<file path="config.mk">
export PLATFORM = sky130hd
export DESIGN_NAME = priority_status_led_pulser_core
export DESIGN_NICKNAME = d
export VERILOG_FILES = /design/src/design/psl_pkg.sv /design/src/design/priority_status_led_pulser_core.sv
export VERILOG_INCLUDE_DIRS = /design/src /design/src/design
export SDC_FILE = /design/constraint.sdc
export NUM_CORES = 1
export LEC_CHECK = 0
export BUFFER_PORTS_ARGS = -buffer_cell sky130_fd_sc_hd__buf_2
export CAP_MARGIN = 40
export CORE_ASPECT_RATIO = 0.75
export CORE_MARGIN = 4
export CORE_UTILIZATION = 42
export CTS_BUF_LIST = sky130_fd_sc_hd__clkbuf_2 sky130_fd_sc_hd__clkbuf_4 sky130_fd_sc_hd__clkbuf_8
export DETAILED_ROUTE_END_ITERATION = 10
export GPL_ROUTABILITY_DRIVEN = 0
export GPL_TIMING_DRIVEN = 0
export HOLD_SLACK_MARGIN = 0.15
export PLACE_DENSITY = 0.7
export SLEW_MARGIN = 10
export SYNTH_ARGS = -nofsm -noshare
export SYNTH_HDL_FRONTEND = slang
export SYNTH_SLANG_ARGS = --single-unit
</file>
<file path="constraint.sdc">
create_clock -name clk -period 7.73 [get_ports clk]
set_clock_uncertainty 0.2 [all_clocks]
set_input_delay 0.3865 -clock clk [delete_from_list [all_inputs] [get_ports clk]]
set_output_delay 0.3865 -clock clk [all_outputs]
set_load 0.05 [all_outputs]
</file>
<file path="src/design/priority_status_led_pulser_core_defines.svh">
// assertion macros shared by the pulser rtl
`ifndef PRIORITY_STATUS_LED_PULSER_CORE_DEFINES_SVH
`define PRIORITY_STATUS_LED_PULSER_CORE_DEFINES_SVH

// same-cycle implication, checked on every rising edge out of reset
`define PSL_ASSERT_NOW(label, ante, cons, msg) \
    label: assert property (@(posedge clk) disable iff (!rst_n) (ante) |-> (cons)) \
        else $error(msg);

// next-cycle implication, checked on every rising edge out of reset
`define PSL_ASSERT_NEXT(label, ante, cons, msg) \
    label: assert property (@(posedge clk) disable iff (!rst_n) (ante) |=> (cons)) \
        else $error(msg);

`endif

</file>
<file path="src/design/psl_pkg.sv">
package psl_pkg;

    // event kinds
    localparam logic [1:0] KIND_LED_REPORT = 2'd0;
    localparam logic [1:0] KIND_BATTERY    = 2'd1;
    localparam logic [1:0] KIND_ACTIVITY   = 2'd2;
    localparam logic [1:0] KIND_TICK       = 2'd3;

    // result commands
    localparam logic CMD_SOLID   = 1'b0;
    localparam logic CMD_RESTORE = 1'b1;

    // configuration register indexes
    localparam int unsigned CFG_INDEX_W = 3;
    localparam int unsigned CFG_DATA_W  = 16;
    localparam logic [CFG_INDEX_W-1:0] REG_CRITICAL_PERCENT   = 3'd0;
    localparam logic [CFG_INDEX_W-1:0] REG_LOW_PERCENT        = 3'd1;
    localparam logic [CFG_INDEX_W-1:0] REG_PULSE_ON_MS        = 3'd2;
    localparam logic [CFG_INDEX_W-1:0] REG_LOW_PERIOD_MS      = 3'd3;
    localparam logic [CFG_INDEX_W-1:0] REG_CRITICAL_PERIOD_MS = 3'd4;

    // register reset values
    localparam logic [6:0]  RST_CRITICAL_PERCENT   = 7'd10;
    localparam logic [6:0]  RST_LOW_PERCENT        = 7'd20;
    localparam logic [15:0] RST_PULSE_ON_MS        = 16'd120;
    localparam logic [15:0] RST_LOW_PERIOD_MS      = 16'd3000;
    localparam logic [15:0] RST_CRITICAL_PERIOD_MS = 16'd1500;

    // colour constants
    localparam int unsigned CAPS_BIT   = 1;
    localparam logic [8:0]  HUE_RED    = 9'd0;
    localparam logic [8:0]  HUE_ORANGE = 9'd30;
    localparam logic [6:0]  FULL_PCT   = 7'd100;

    typedef enum logic [1:0] {
        CHARGE_OK       = 2'd0,
        CHARGE_LOW      = 2'd1,
        CHARGE_CRITICAL = 2'd2
    } batt_mode_t;

    typedef struct packed {
        logic [1:0] kind;
        logic [7:0] led_report;
        logic [6:0] charge_percent;
        logic       now_active;
        logic       user_strip_on;
    } psl_in_t;

    typedef struct packed {
        logic       command;
        logic [8:0] hue;
        logic [6:0] saturation;
        logic [6:0] brightness;
        logic       power_on;
    } psl_out_t;

endpackage

</file>
<file path="src/design/priority_status_led_pulser_core.sv">
// channel   | direction | handshake             | payload
// ----------+-----------+-----------------------+----------------------------
// in        | input     | in_valid / in_ready   | in_data (psl_in_t)
// out       | output    | out_valid / out_ready | out_data (psl_out_t)
// cfg       | input     | cfg_write_en only     | cfg_index, cfg_data
//
// one event is taken per cycle while in_ready is high; its result, if any, shows on out in the next cycle
// the state update and result selection are combinational logic ahead of the output register
// in_ready is low only while the output register holds a result that out does not take
// rst_n resets status (active flag set, others cleared), clears timer and output valid and loads the register defaults

`include "priority_status_led_pulser_core_defines.svh"

module priority_status_led_pulser_core
(
    input  logic                                clk,
    input  logic                                rst_n,
    input  logic                                in_valid,
    output logic                                in_ready,
    input  psl_pkg::psl_in_t                    in_data,
    output logic                                out_valid,
    input  logic                                out_ready,
    output psl_pkg::psl_out_t                   out_data,
    input  logic                                cfg_write_en,
    input  logic [psl_pkg::CFG_INDEX_W-1:0]     cfg_index,
    input  logic [psl_pkg::CFG_DATA_W-1:0]      cfg_data
);
    import psl_pkg::*;

    // configuration registers
    logic [6:0]  critical_percent_reg;
    logic [6:0]  low_percent_reg;
    logic [15:0] pulse_on_ms_reg;
    logic [15:0] low_period_ms_reg;
    logic [15:0] critical_period_ms_reg;

    // status and timer state
    logic        caps_flag_reg,     caps_flag_next;
    batt_mode_t  battery_mode_reg,  battery_mode_next;
    logic        active_flag_reg,   active_flag_next;
    logic        override_flag_reg, override_flag_next;
    logic        saved_user_on_reg, saved_user_on_next;
    logic        pulse_lit_reg,     pulse_lit_next;
    logic        timer_armed_reg,   timer_armed_next;
    logic [15:0] timer_count_reg,   timer_count_next;

    // output register
    logic        out_valid_reg;
    psl_out_t    out_data_reg;

    logic        in_xfer;
    logic        do_settle;
    logic        res_valid;
    psl_out_t    res;
    batt_mode_t  charge_mode;
    logic        caps_bit;
    logic        crit_now;

    assign in_ready  = !out_valid_reg || out_ready;
    assign in_xfer   = in_valid && in_ready;
    assign out_valid = out_valid_reg;
    assign out_data  = out_data_reg;

    assign caps_bit = in_data.led_report[CAPS_BIT];
    assign crit_now = (battery_mode_reg == CHARGE_CRITICAL);

    // battery mode from charge, critical compare first
    always_comb
    begin
        priority if (in_data.charge_percent <= critical_percent_reg)
            charge_mode = CHARGE_CRITICAL;
        else if (in_data.charge_percent <= low_percent_reg)
            charge_mode = CHARGE_LOW;
        else
            charge_mode = CHARGE_OK;
    end

    // event decode, settle and timer expiry
    always_comb
    begin
        caps_flag_next     = caps_flag_reg;
        battery_mode_next  = battery_mode_reg;
        active_flag_next   = active_flag_reg;
        override_flag_next = override_flag_reg;
        saved_user_on_next = saved_user_on_reg;
        pulse_lit_next     = pulse_lit_reg;
        timer_armed_next   = timer_armed_reg;
        timer_count_next   = timer_count_reg;
        do_settle          = 1'b0;
        res_valid          = 1'b0;
        res                = '0;

        unique case (in_data.kind)
            KIND_LED_REPORT:
            begin
                if (caps_bit != caps_flag_reg)
                begin
                    caps_flag_next = caps_bit;
                    do_settle      = 1'b1;
                end
            end
            KIND_BATTERY:
            begin
                if (charge_mode != battery_mode_reg)
                begin
                    battery_mode_next = charge_mode;
                    do_settle         = 1'b1;
                end
            end
            KIND_ACTIVITY:
            begin
                if (in_data.now_active != active_flag_reg)
                begin
                    active_flag_next = in_data.now_active;
                    do_settle        = 1'b1;
                end
            end
            default:
            begin
                // millisecond tick
                if (timer_armed_reg)
                begin
                    if (timer_count_reg <= 16'd1)
                    begin
                        timer_armed_next = 1'b0;
                        if (active_flag_reg &&
                            (battery_mode_reg == CHARGE_LOW || crit_now))
                        begin
                            res_valid        = 1'b1;
                            res.command      = CMD_SOLID;
                            res.power_on     = 1'b1;
                            timer_armed_next = 1'b1;
                            if (pulse_lit_reg)
                            begin
                                // lit phase over: go dark for the gap
                                pulse_lit_next   = 1'b0;
                                timer_count_next = crit_now ? critical_period_ms_reg
                                                            : low_period_ms_reg;
                            end
                            else
                            begin
                                pulse_lit_next   = 1'b1;
                                timer_count_next = pulse_on_ms_reg;
                                res.hue          = crit_now ? HUE_RED : HUE_ORANGE;
                                res.saturation   = FULL_PCT;
                                res.brightness   = FULL_PCT;
                            end
                        end
                    end
                    else
                    begin
                        timer_count_next = timer_count_reg - 16'd1;
                    end
                end
            end
        endcase

        // re-evaluate the look after a status change
        if (do_settle)
        begin
            if (!active_flag_next)
            begin
                timer_armed_next = 1'b0;
            end
            else if (battery_mode_next == CHARGE_LOW || battery_mode_next == CHARGE_CRITICAL)
            begin
                if (!override_flag_reg)
                begin
                    saved_user_on_next = in_data.user_strip_on;
                    override_flag_next = 1'b1;
                end
                pulse_lit_next   = 1'b0;
                timer_armed_next = 1'b1;
                timer_count_next = '0;
            end
            else if (caps_flag_next)
            begin
                if (!override_flag_reg)
                begin
                    saved_user_on_next = in_data.user_strip_on;
                    override_flag_next = 1'b1;
                end
                timer_armed_next = 1'b0;
                res_valid        = 1'b1;
                res.command      = CMD_SOLID;
                res.brightness   = FULL_PCT;
                res.power_on     = 1'b1;
            end
            else
            begin
                timer_armed_next = 1'b0;
                if (override_flag_reg)
                begin
                    override_flag_next = 1'b0;
                    res_valid          = 1'b1;
                    res.command        = CMD_RESTORE;
                    res.power_on       = saved_user_on_reg;
                end
            end
        end
    end

    // configuration writes
    always_ff @(posedge clk or negedge rst_n)
    begin
        if (!rst_n)
        begin
            critical_percent_reg   <= RST_CRITICAL_PERCENT;
            low_percent_reg        <= RST_LOW_PERCENT;
            pulse_on_ms_reg        <= RST_PULSE_ON_MS;
            low_period_ms_reg      <= RST_LOW_PERIOD_MS;
            critical_period_ms_reg <= RST_CRITICAL_PERIOD_MS;
        end
        else if (cfg_write_en)
        begin
            unique case (cfg_index)
                REG_CRITICAL_PERCENT:   critical_percent_reg   <= cfg_data[6:0];
                REG_LOW_PERCENT:        low_percent_reg        <= cfg_data[6:0];
                REG_PULSE_ON_MS:        pulse_on_ms_reg        <= cfg_data;
                REG_LOW_PERIOD_MS:      low_period_ms_reg      <= cfg_data;
                REG_CRITICAL_PERIOD_MS: critical_period_ms_reg <= cfg_data;
                default:                ;
            endcase
        end
    end

    // state and output valid
    always_ff @(posedge clk or negedge rst_n)
    begin
        if (!rst_n)
        begin
            caps_flag_reg     <= 1'b0;
            battery_mode_reg  <= CHARGE_OK;
            active_flag_reg   <= 1'b1;
            override_flag_reg <= 1'b0;
            saved_user_on_reg <= 1'b0;
            pulse_lit_reg     <= 1'b0;
            timer_armed_reg   <= 1'b0;
            timer_count_reg   <= '0;
            out_valid_reg     <= 1'b0;
        end
        else
        begin
            if (in_xfer)
            begin
                caps_flag_reg     <= caps_flag_next;
                battery_mode_reg  <= battery_mode_next;
                active_flag_reg   <= active_flag_next;
                override_flag_reg <= override_flag_next;
                saved_user_on_reg <= saved_user_on_next;
                pulse_lit_reg     <= pulse_lit_next;
                timer_armed_reg   <= timer_armed_next;
                timer_count_reg   <= timer_count_next;
            end
            if (in_xfer && res_valid)
                out_valid_reg <= 1'b1;
            else if (out_ready)
                out_valid_reg <= 1'b0;
        end
    end

    // result payload
    always_ff @(posedge clk)
    begin
        if (in_xfer && res_valid)
            out_data_reg <= res;
    end

    // checks
    `PSL_ASSERT_NOW(a_stall_blocks_input, out_valid_reg && !out_ready, !in_ready,
        "input taken while a stalled result is held")
    `PSL_ASSERT_NOW(a_timer_only_when_pulsing, timer_armed_reg,
        active_flag_reg && battery_mode_reg != CHARGE_OK,
        "pulse timer armed while idle or battery ok")
    `PSL_ASSERT_NOW(a_release_restores, $fell(override_flag_reg),
        out_valid_reg && out_data_reg.command == CMD_RESTORE,
        "override released without a restore result")

endmodule

</file>
==> results of run 1 <==
[routing by layer]
metal	GRT usage	vias to the layer above	routed length, um
li1	-	2013	-
met1	0.248	1992	5660
met2	0.268	139	5490
met3	0.0427	18	894
met4	0.0499	0	182
met5	0	-	0
[cell type report]
type / instances / area, um^2 / area share
Sequential cell: 92 / 2360 / 0.383
Clock buffer: 10 / 131 / 0.0213
Tap cell: 162 / 203 / 0.0329
Clock inverter: 6 / 71.3 / 0.0116
Buffer: 39 / 244 / 0.0396
Inverter: 28 / 105 / 0.0171
Multi-Input combinational cell: 371 / 2570 / 0.417
Timing Repair Buffer: 71 / 480 / 0.0780
[power by group through the flow]
stage,Clock (mW),Combinational [mW],Sequential [mW]
floorplan,0,0.428,0.699
global placement,0,0.545,0.714
detailed placement,0,0.566,0.721
CTS,0.344,0.575,0.713
global route,0.364,0.641,0.730
finish,0.334,0.579,0.716
[worst reg2reg max path, cell delays in order (launching register included)]
cell and delay, ps:
dfstp_2 530, inv_1 50, ha_1 270, nand4_1 130
a21oi_1 180, o22ai_1 200, a41oi_1 310, nand3_1 280
a2111oi_0 680, o21a_1 320
[worst paths after layout]
check                                                  startpoint                                     end  slack [ps]
max in group asynchronous                                   rst_n   critical_period_ms_reg[8]$_DFFE_PN1P_        6330
min in group asynchronous                                   rst_n     critical_percent_reg[5]$_DFFE_PN0P_         310
min reg2reg                critical_period_ms_reg[12]$_DFFE_PN0P_  critical_period_ms_reg[12]$_DFFE_PN0P_         310
min                                                  cfg_index[1]     critical_percent_reg[1]$_DFFE_PN1P_         180
max reg2reg                   critical_percent_reg[3]$_DFFE_PN1P_                   out_data[6]$_DFFE_PP_        4280
max                           critical_percent_reg[3]$_DFFE_PN1P_                   out_data[6]$_DFFE_PP_        4280
[placed cells by master (no fill, tap or decap), types with 7 or more instances in the layout]
| cell | instances |
|---|---|
| dfrtp_1 | 64 |
| mux2_2 | 54 |
| buf_2 | 52 |
| nand2_1 | 47 |
| nor2_1 | 38 |
| o21ai_0 | 37 |
| inv_1 | 28 |
| a21oi_1 | 28 |
| dfstp_2 | 23 |
| buf_4 | 22 |
| ha_1 | 22 |
| mux2i_1 | 20 |
| dlygate4sd3_1 | 20 |
| nor3_1 | 15 |
| clkbuf_1 | 13 |
| conb_1 | 13 |
| o22ai_1 | 10 |
| clkbuf_8 | 9 |
| nand3_1 | 7 |
| or3_1 | 7 |
[what timing repair did]
action,4_1_cts,5_1_grt
hold endpoints to repair,103,0
setup endpoints to repair,0,0
hold buffers,20,0
[per-stage QoR]
stage	setup WS (ps)	area, um^2	power [mW]	cells
floorplan	4860	5270	1.13	530
global placement	4360	5720	1.26	741
detailed placement	4250	5760	1.29	743
CTS	4270	6160	1.63	779
global route	3880	6160	1.73	779
finish	4280	6160	1.63	779
[kinds of logic after synthesis]
group / after synthesis / share of synthesized area
DFF: 92 / 0.451
muxes: 74 / 0.155
AOI/OAI and AO/OA: 113 / 0.132
other: 1 / 0.000717
adders and majority gates: 22 / 0.0527
buffers and inverters: 67 / 0.0668
xor gates and xnor gates: 3 / 0.00503
and+or+nand+nor: 146 / 0.137
==> flow_summary.toml, run 1 <==
[run_status]
status = "complete, no violations"

[place]
port_buffers = 49
hpwl_mm = 9.24

[power]
pwr-share-seq = 0.440
clkPwrFrac = 0.205
p_comb_frac = 0.355
power_leakage_nw = 2.67
p_switching_uw = 606
p_per_area_nw_per_um2 = 265
ir_drop_v = 0.000125
p_int_mw = 1.02
swShare = 0.372

[flow_run]
cap_violations = 0

[grt]
antenna_found_initial = 0
grt.total_usage = 0.175
overflow = 0
grt_pass1_vias = 4018
grt_max_degree = 49
grt_pass1_wl_mm = 20.0

[cts]
numCtsBuffers = 9
post_cts_buffers = 0
cts_sinks = 92
clock-root-buffer = "clkbuf_8"
clock_latency_ps = 380
clkTransAtPathRegs_ps = 90
clock_path_buffers = 2
cts_resized = 0
h-tree-depth = 3
tritoncts = "built"

[drt]
drt_iter0_markers = 279
detail-route-antenna-nets = 0
drc = 0
routed_via_density = 5.34
vias = 4162
wl_per_cell_um = 15.7
wirelength_mm = 12.2
drt_first_pass_iters = 5

[worst_setup_path]
cp-start-kind = "register"
worst_setup_path_end_kind = "register"
cp_data_arrival_time_ps = 3320
crit_buf_inv = 1
cp_slowest_cell = "a2111oi_0"
timing.reg2reg.worst_path_depth = 9
path_cells = "inv_1, ha_1, nand4_1, a21oi_1, o22ai_1, a41oi_1, nand3_1, a2111oi_0, o21a_1"
critPathMaxStageDelay_ps = 680
path_depth = 9
critPathKind = "register to register"
critical_path_required_ps = 7600
worstPathMaxFanout = 7
path_delay_family = "compound AO/OA/AOI/OAI gates"

[synthesis]
synth_edf_count = 5
yosysMostFrequentCell = "dfrtp_1"
ys_seq_elements = 92
synth_top_area_cell = "dfrtp_1"
syn_area_um2 = 5230
syn_area_per_cell_um2 = 10.1
synth_warnings = 0
ys.flop_type = "dfrtp_1"
ys_seq_area_frac = 0.451
synth_top_area_share = 0.306
synth_area_leaders = "dfrtp_1 (31%), mux2_2 (12%), dfstp_2 (12%)"
yosys-top-cells-count = "dfrtp_1 (64), mux2_2 (54), nand2_1 (47)"
postSynthCellCount = 518
ys_async_sr_fraction = 0.946
yosysUniqueCellTypes = 58

[sta]
worstMarginPinSlew_ps = 725
maxSlewViolCount = 0
hold_viol = 0
setup_viol = 0
fmax_mhz = 290
setup_tns_ps = 0
holdWs_ps = 177
rsz0062_at_grt = "false"
period_needed_ps = 3450
slew-limit-headroom = 0.514
finalCritPeriodShare = 0.446

[die]
die_x_um = 137
initial_core_util = 0.440
core_um2 = 11900
fp.dieArea_um2 = 14300
ioPinCount = 70
num_rows = 34
die_h_um = 105

[min_path]
hp-class = "input pin to register"
hold_depth = 4

[layout]
area_delta_synth_final_pct = 17.8
drive_above_1_share = 0.293
antenna_cells = 0
num-nets-final = 677
nFillCells = 1087
postLayoutCoreUtil = 0.519
Power figures use the tool's default switching activity.
==> run 2: changes to the inputs <==
- ABC_AREA: unset -> 1
- PLACE_DENSITY: 0.7 -> 0.72
- clock period: 7.73 -> 3.1 ns (I/O delays scaled with it)
==> flow_summary.toml, run 2 <==
[drt]
routed_via_density = 5.08
wl_per_cell_um = 14.5
drt_iter0_markers = 448
drc = 0
detail-route-antenna-nets = 0
drt_first_pass_iters = 5
wirelength_mm = 14.2
vias = 4978

[layout]
postLayoutCoreUtil = 0.522
antenna_cells = 0
area_delta_synth_final_pct = 19.4
final_cell_mix = "nand2_1 (165), o21ai_0 (110), inv_1 (75)"
nFillCells = 1190
final_common_cell = "nand2_1"
num-nets-final = 874
drive_above_1_share = 0.195

[worst_setup_path]
path_delay_family = "simple AND/OR/NAND/NOR gates"
worst_setup_path_end_kind = "register"
cp-start-kind = "register"
crit_top_cell = "nand2_1"
critPathKind = "register to register"
path_cells = "inv_1, ha_1, nand2_1, inv_2, nand2_1, nand2_1, nand2_1, nand2_1, nand2_1, nand3_1, nand3_2, a21oi_1, nand3_1, nand2_1, nand2_1, inv_1"
worstPathMaxFanout = 5
crit_buf_inv = 3
reg2reg_from = "low_percent_reg[2]$_DFFE_PN1P_"
timing.reg2reg.worst_path_depth = 16
critical_path_required_ps = 2980
critPathMaxStageDelay_ps = 550
r2r_setup_slack_ps = 550
worstReg2RegEnd = "out_data[13]$_SDFFCE_PP0P_"
cp_data_arrival_time_ps = 2430
cp_slowest_cell = "dfstp_2"

[sta]
maxSlewViolCount = 0
worstMarginPinSlew_ps = 641
period_needed_ps = 2550
setup_viol = 0
hold_viol = 0
holdWs_ps = 219
rsz0062_at_grt = "false"
slew-limit-headroom = 0.573
fmax_mhz = 392
finalCritPeriodShare = 0.824
setup_tns_ps = 0

[min_path]
hp-class = "input pin to register"
whs_endpoint = "battery_mode_reg[0]$_DFFE_PN0P_"
hold_depth = 4
min_from = "in_data[17]"

[synthesis]
ys_seq_area_frac = 0.430
yosys-top-cells-count = "nand2_1 (165), o21ai_0 (110), inv_1 (75)"
syn_area_um2 = 5480
synth_top_family_by_area = "simple AND/OR/NAND/NOR gates"
yosysMostFrequentCell = "nand2_1"
ys.flop_type = "dfrtp_1"
synthAdderAreaFrac = 0.0503
ys_async_sr_fraction = 0.946
synth_top_area_share = 0.292
synth_area_leaders = "dfrtp_1 (29%), nand2_1 (11%), dfstp_2 (11%)"
synth_edf_count = 5
yosysUniqueCellTypes = 41
synth_top_area_cell = "dfrtp_1"
synth_compound_area_frac = 0.165
ys_seq_elements = 92
synth_warnings = 0
synthXorXnorAreaFrac = 0.0176
syn_area_per_cell_um2 = 7.80
postSynthCellCount = 702
yosys.area_share.simple = 0.227
synth_mux_area_frac = 0.00183

[cts]
h-tree-depth = 3
clock-root-buffer = "clkbuf_8"
numCtsBuffers = 9
tritoncts = "built"
cts_resized = 0
post_cts_buffers = 0
clock_latency_ps = 380
cts_sinks = 92
clkTransAtPathRegs_ps = 100
clock_path_buffers = 2

[power]
p_per_area_nw_per_um2 = 700
power_leakage_nw = 3.21
p_total_mw = 4.58
ir_drop_v = 0.000411

[die]
die_x_um = 140
fp.dieArea_um2 = 14900
ioPinCount = 70
die_h_um = 107
num_rows = 35
core_um2 = 12500
initial_core_util = 0.437

[grt]
grt_pass1_wl_mm = 24.0
overflow = 0
antenna_found_initial = 0
grt_max_degree = 64
grt.total_usage = 0.198
grt_pass1_vias = 4713

[place]
hpwl_mm = 10.2
port_buffers = 49

[flow_run]
cap_violations = 0

[run_status]
status = "complete, no violations"
-- run 2: changes by cell type after synthesis, moves of 7 or more --
cell,delta
o22ai_1,-8
inv_1,+47
o21ai_0,+73
nand2_2,+11
nand2_1,+118
nand3_1,+26
or3_1,-7
o21ai_2,+7
mux2i_1,-19
nor3_1,-11
xor2_1,+8
inv_2,+7
nor2_1,+11
mux2_2,-54
-- run 2: worst max path at each step --
stage / start / endpoint / slack, ps / cells past startpoint
finish: low_percent_reg[2]$_DFFE_PN1P_ / out_data[13]$_SDFFCE_PP0P_ / 550 / 16
global placement: battery_mode_reg[0]$_DFFE_PN0P_ / timer_count_reg[15]$_DFFE_PN0P_ / 550 / 12
detailed placement: low_percent_reg[2]$_DFFE_PN1P_ / out_data[6]$_DFFE_PP_ / 550 / 16
CTS: rst_n / timer_count_reg[9]$_DFFE_PN0P_ / 490 / 4
floorplan: low_percent_reg[2]$_DFFE_PN1P_ / out_data[0]$_DFFE_PP_ / 770 / 19
global route: battery_mode_reg[0]$_DFFE_PN0P_ / timer_count_reg[15]$_DFFE_PN0P_ / 310 / 12
-- run 2: kinds of logic after synthesis --
group                      count (synthesis)
DFF                                       92
buffers and inverters                    128
muxes                                      1
other                                      1
AOI/OAI and AO/OA                        167
adders and majority gates                 22
xor gates and xnor gates                  11
and+or+nand+nor                          280
-- run 2: routing by layer --
| metal | vias up | GRT usage | part of all wire |
|---|---|---|---|
| met1 | 2332 | 0.297 | 0.50 |
| met3 | 16 | 0.0343 | 0.063 |
| li1 | 2458 | - | - |
| met2 | 172 | 0.301 | 0.43 |
| met5 | - | 0 | 0 |
| met4 | 0 | 0.0422 | 0.012 |
-- run 2: report_power, final --
group	switching, mW	internal, mW
sequential	0.192	1.51
clock	0.458	0.337
combinational	1.32	0.753
-- run 2: cell type report --
| cell class | instances | area [um^2] | share of cell area |
|---|---|---|---|
| Multi-Input combinational cell | 494 | 2580 | 0.394 |
| Sequential cell | 92 | 2360 | 0.360 |
| Timing Repair Buffer | 84 | 621 | 0.0949 |
| Inverter | 82 | 308 | 0.0471 |
| Buffer | 46 | 282 | 0.0431 |
| Tap cell | 166 | 208 | 0.0318 |
| Clock buffer | 11 | 151 | 0.0232 |
| Clock inverter | 5 | 35.0 | 0.00536 |
-- run 2: worst register-to-register path, delay by kind of cell (launching register included) --
kind	cells	cell delay, ps
AND/OR/NAND/NOR	11	820
flip-flops	1	550
adder cells (fa/ha/maj)	1	280
buffers and inverters	3	250
AO/OA/AOI/OAI	1	140
-- run 2: stage by stage --
step                area, um^2  instances  setup WS [ps]
CTS                       6520        979            487
global placement          5970        929            550
detailed placement        6000        930            547
global route              6540        980            313
finish                    6540        980            547
floorplan                 5520        714            770
-- run 2: what timing repair did --
action	CTS	global route
endpoints found under the hold margin	137	0
endpoints found under the setup margin	0	0
hold buffers	33	0
==> run 3: changes to the inputs <==
- ABC_AREA: 1 -> 0
- PLACE_DENSITY: 0.72 -> 0.7
- clock period: 3.1 -> 2.5 ns (I/O delays scaled with it)
==> flow_summary.toml, run 3 (synthesis gave the netlist of run 1 again) <==
[die]
num_rows = 34
fp.dieArea_um2 = 14300
ioPinCount = 70
initial_core_util = 0.440
die_x_um = 137
die_h_um = 105
core_um2 = 11900

[cts]
clock-root-buffer = "clkbuf_8"
clock_latency_ps = 380
numCtsBuffers = 9
cts_sinks = 92
tritoncts = "built"
clock_path_buffers = 2
h-tree-depth = 3
clkTransAtPathRegs_ps = 90

[drt]
wl_per_cell_um = 16.7
routed_via_density = 5.35
drc = 0
wirelength_mm = 13.5
detail-route-antenna-nets = 0
drt_iter0_markers = 319
vias = 4324
drt_first_pass_iters = 5

[flow_run]
cap_violations = 0

[sta]
setup_viol = 28
fmax_mhz = 364
finalCritPeriodShare = 1.10
period_needed_ps = 2750
hold_viol = 0
holdWs_ps = 186
slew-limit-headroom = 0.493
postLayoutSetupSlackWorst_ps = -245
worstMarginPinSlew_ps = 761
maxSlewViolCount = 0
rsz0062_at_grt = "true"

[grt]
overflow = 0
grt_max_degree = 54
grt_pass1_vias = 4246
grt.total_usage = 0.190
antenna_found_initial = 0
grt_pass1_wl_mm = 21.4

[layout]
num-nets-final = 706
multiInputGateArea_um2 = 2890
drive_above_1_share = 0.378
seqCellArea_um2 = 2360
final_cell_mix = "dfrtp_1 (63), mux2_2 (53), buf_2 (51)"
area_delta_synth_final_pct = 30.6
postLayoutCoreUtil = 0.575
antenna_cells = 0
nFillCells = 986
final_common_cell = "dfrtp_1"

[worst_setup_path]
critPathKind = "register to register"
r2r_setup_slack_ps = -250
worstPathMaxFanout = 5
worst_setup_path_end_kind = "register"
critical_path_required_ps = 2400
cp-start-kind = "register"
cp_data_arrival_time_ps = 2650

[run_status]
status = "finished, violations left"
violations = "negative setup slack"

[min_path]
hp-class = "input pin to async pin"

[place]
port_buffers = 49
hpwl_mm = 9.33

[power]
p_per_area_nw_per_um2 = 825
ir_drop_v = 0.000449
power_leakage_nw = 2.90
run 3: changes by cell type in the layout (fill, tap and decap cells not counted), moves of 7 or more:
cell,before,now
buf_4,22,31
clkbuf_1,17,10
inv_1,75,26
mux2_2,0,53
mux2i_1,1,20
nand2_1,165,47
nand2_2,11,0
nand3_1,33,5
nor2_1,49,34
o21ai_0,110,29
xor2_1,11,3
run 3: final timing paths:
kind,from,to,cells past startpoint
min in group clk,in_data[17],out_data[13]$_SDFFCE_PP0P_,5
max in group asynchronous,rst_n,low_period_ms_reg[0]$_DFFE_PN0P_,4
max reg2reg,critical_percent_reg[3]$_DFFE_PN1P_,out_data[18]$_SDFFCE_PP0P_,9
min reg2reg,low_period_ms_reg[0]$_DFFE_PN0P_,low_period_ms_reg[0]$_DFFE_PN0P_,1
min,rst_n,low_period_ms_reg[7]$_DFFE_PN1P_,2
max,critical_percent_reg[3]$_DFFE_PN1P_,out_data[18]$_SDFFCE_PP0P_,9
run 3: where the power goes:
part | internal (mW) | total, mW | switching (mW)
Clock | 0.638 | 1.19 | 0.551
Combinational | 0.985 | 2.21 | 1.23
Sequential | 1.92 | 2.23 | 0.308
Total | 3.55 | 5.63 | 2.09
run 3: layer usage:
layer,up-vias,wire [um],GRT usage
met5,-,0,0
li1,2067,-,-
met2,147,6260,0.293
met3,15,839,0.0500
met4,0,141,0.0420
met1,2095,6260,0.270
run 3: cell type report:
cell class / count / share of cell area
Inverter: 28 / 0.0154
Buffer: 38 / 0.0359
Tap cell: 162 / 0.0297
Sequential cell: 92 / 0.345
Clock buffer: 12 / 0.0233
Timing Repair Buffer: 101 / 0.115
Clock inverter: 4 / 0.0117
Multi-Input combinational cell: 371 / 0.424
run 3: stage by stage:
stage                     std cells  total power, mW  setup WS [ps]  setup TNS, ps  area, um^2
after global routing            808             5.98           -353          -6960        6830
after detailed placement        743             4.02           -463          -9440        5810
final                           808             5.63           -245          -4280        6830
after floorplan                 530             3.52           -111           -596        5320
after global placement          741             3.93           -496          -8920        5770
after CTS                       801             5.48           -273          -4120        6680
run 3: worst max-delay path, stage by stage (launching register included):
cell and delay [ps]:
dfstp_2 530, inv_2 40, ha_4 250, nand4_1 140, a21oi_2 200, o22ai_4 120, a41oi_2 220, nand3_4 160
a2111oi_4 340, o21a_2 260
run 3: timing repair:
action | in CTS | in global routing
cloned | 0 | 0
setup endpoints to repair | 31 | 48
resized for setup | 46 | 29
hold buffers | 34 | 0
hold endpoints to repair | 156 | 0
buffers inserted | 9 | 8
pin swaps | 18 | 14
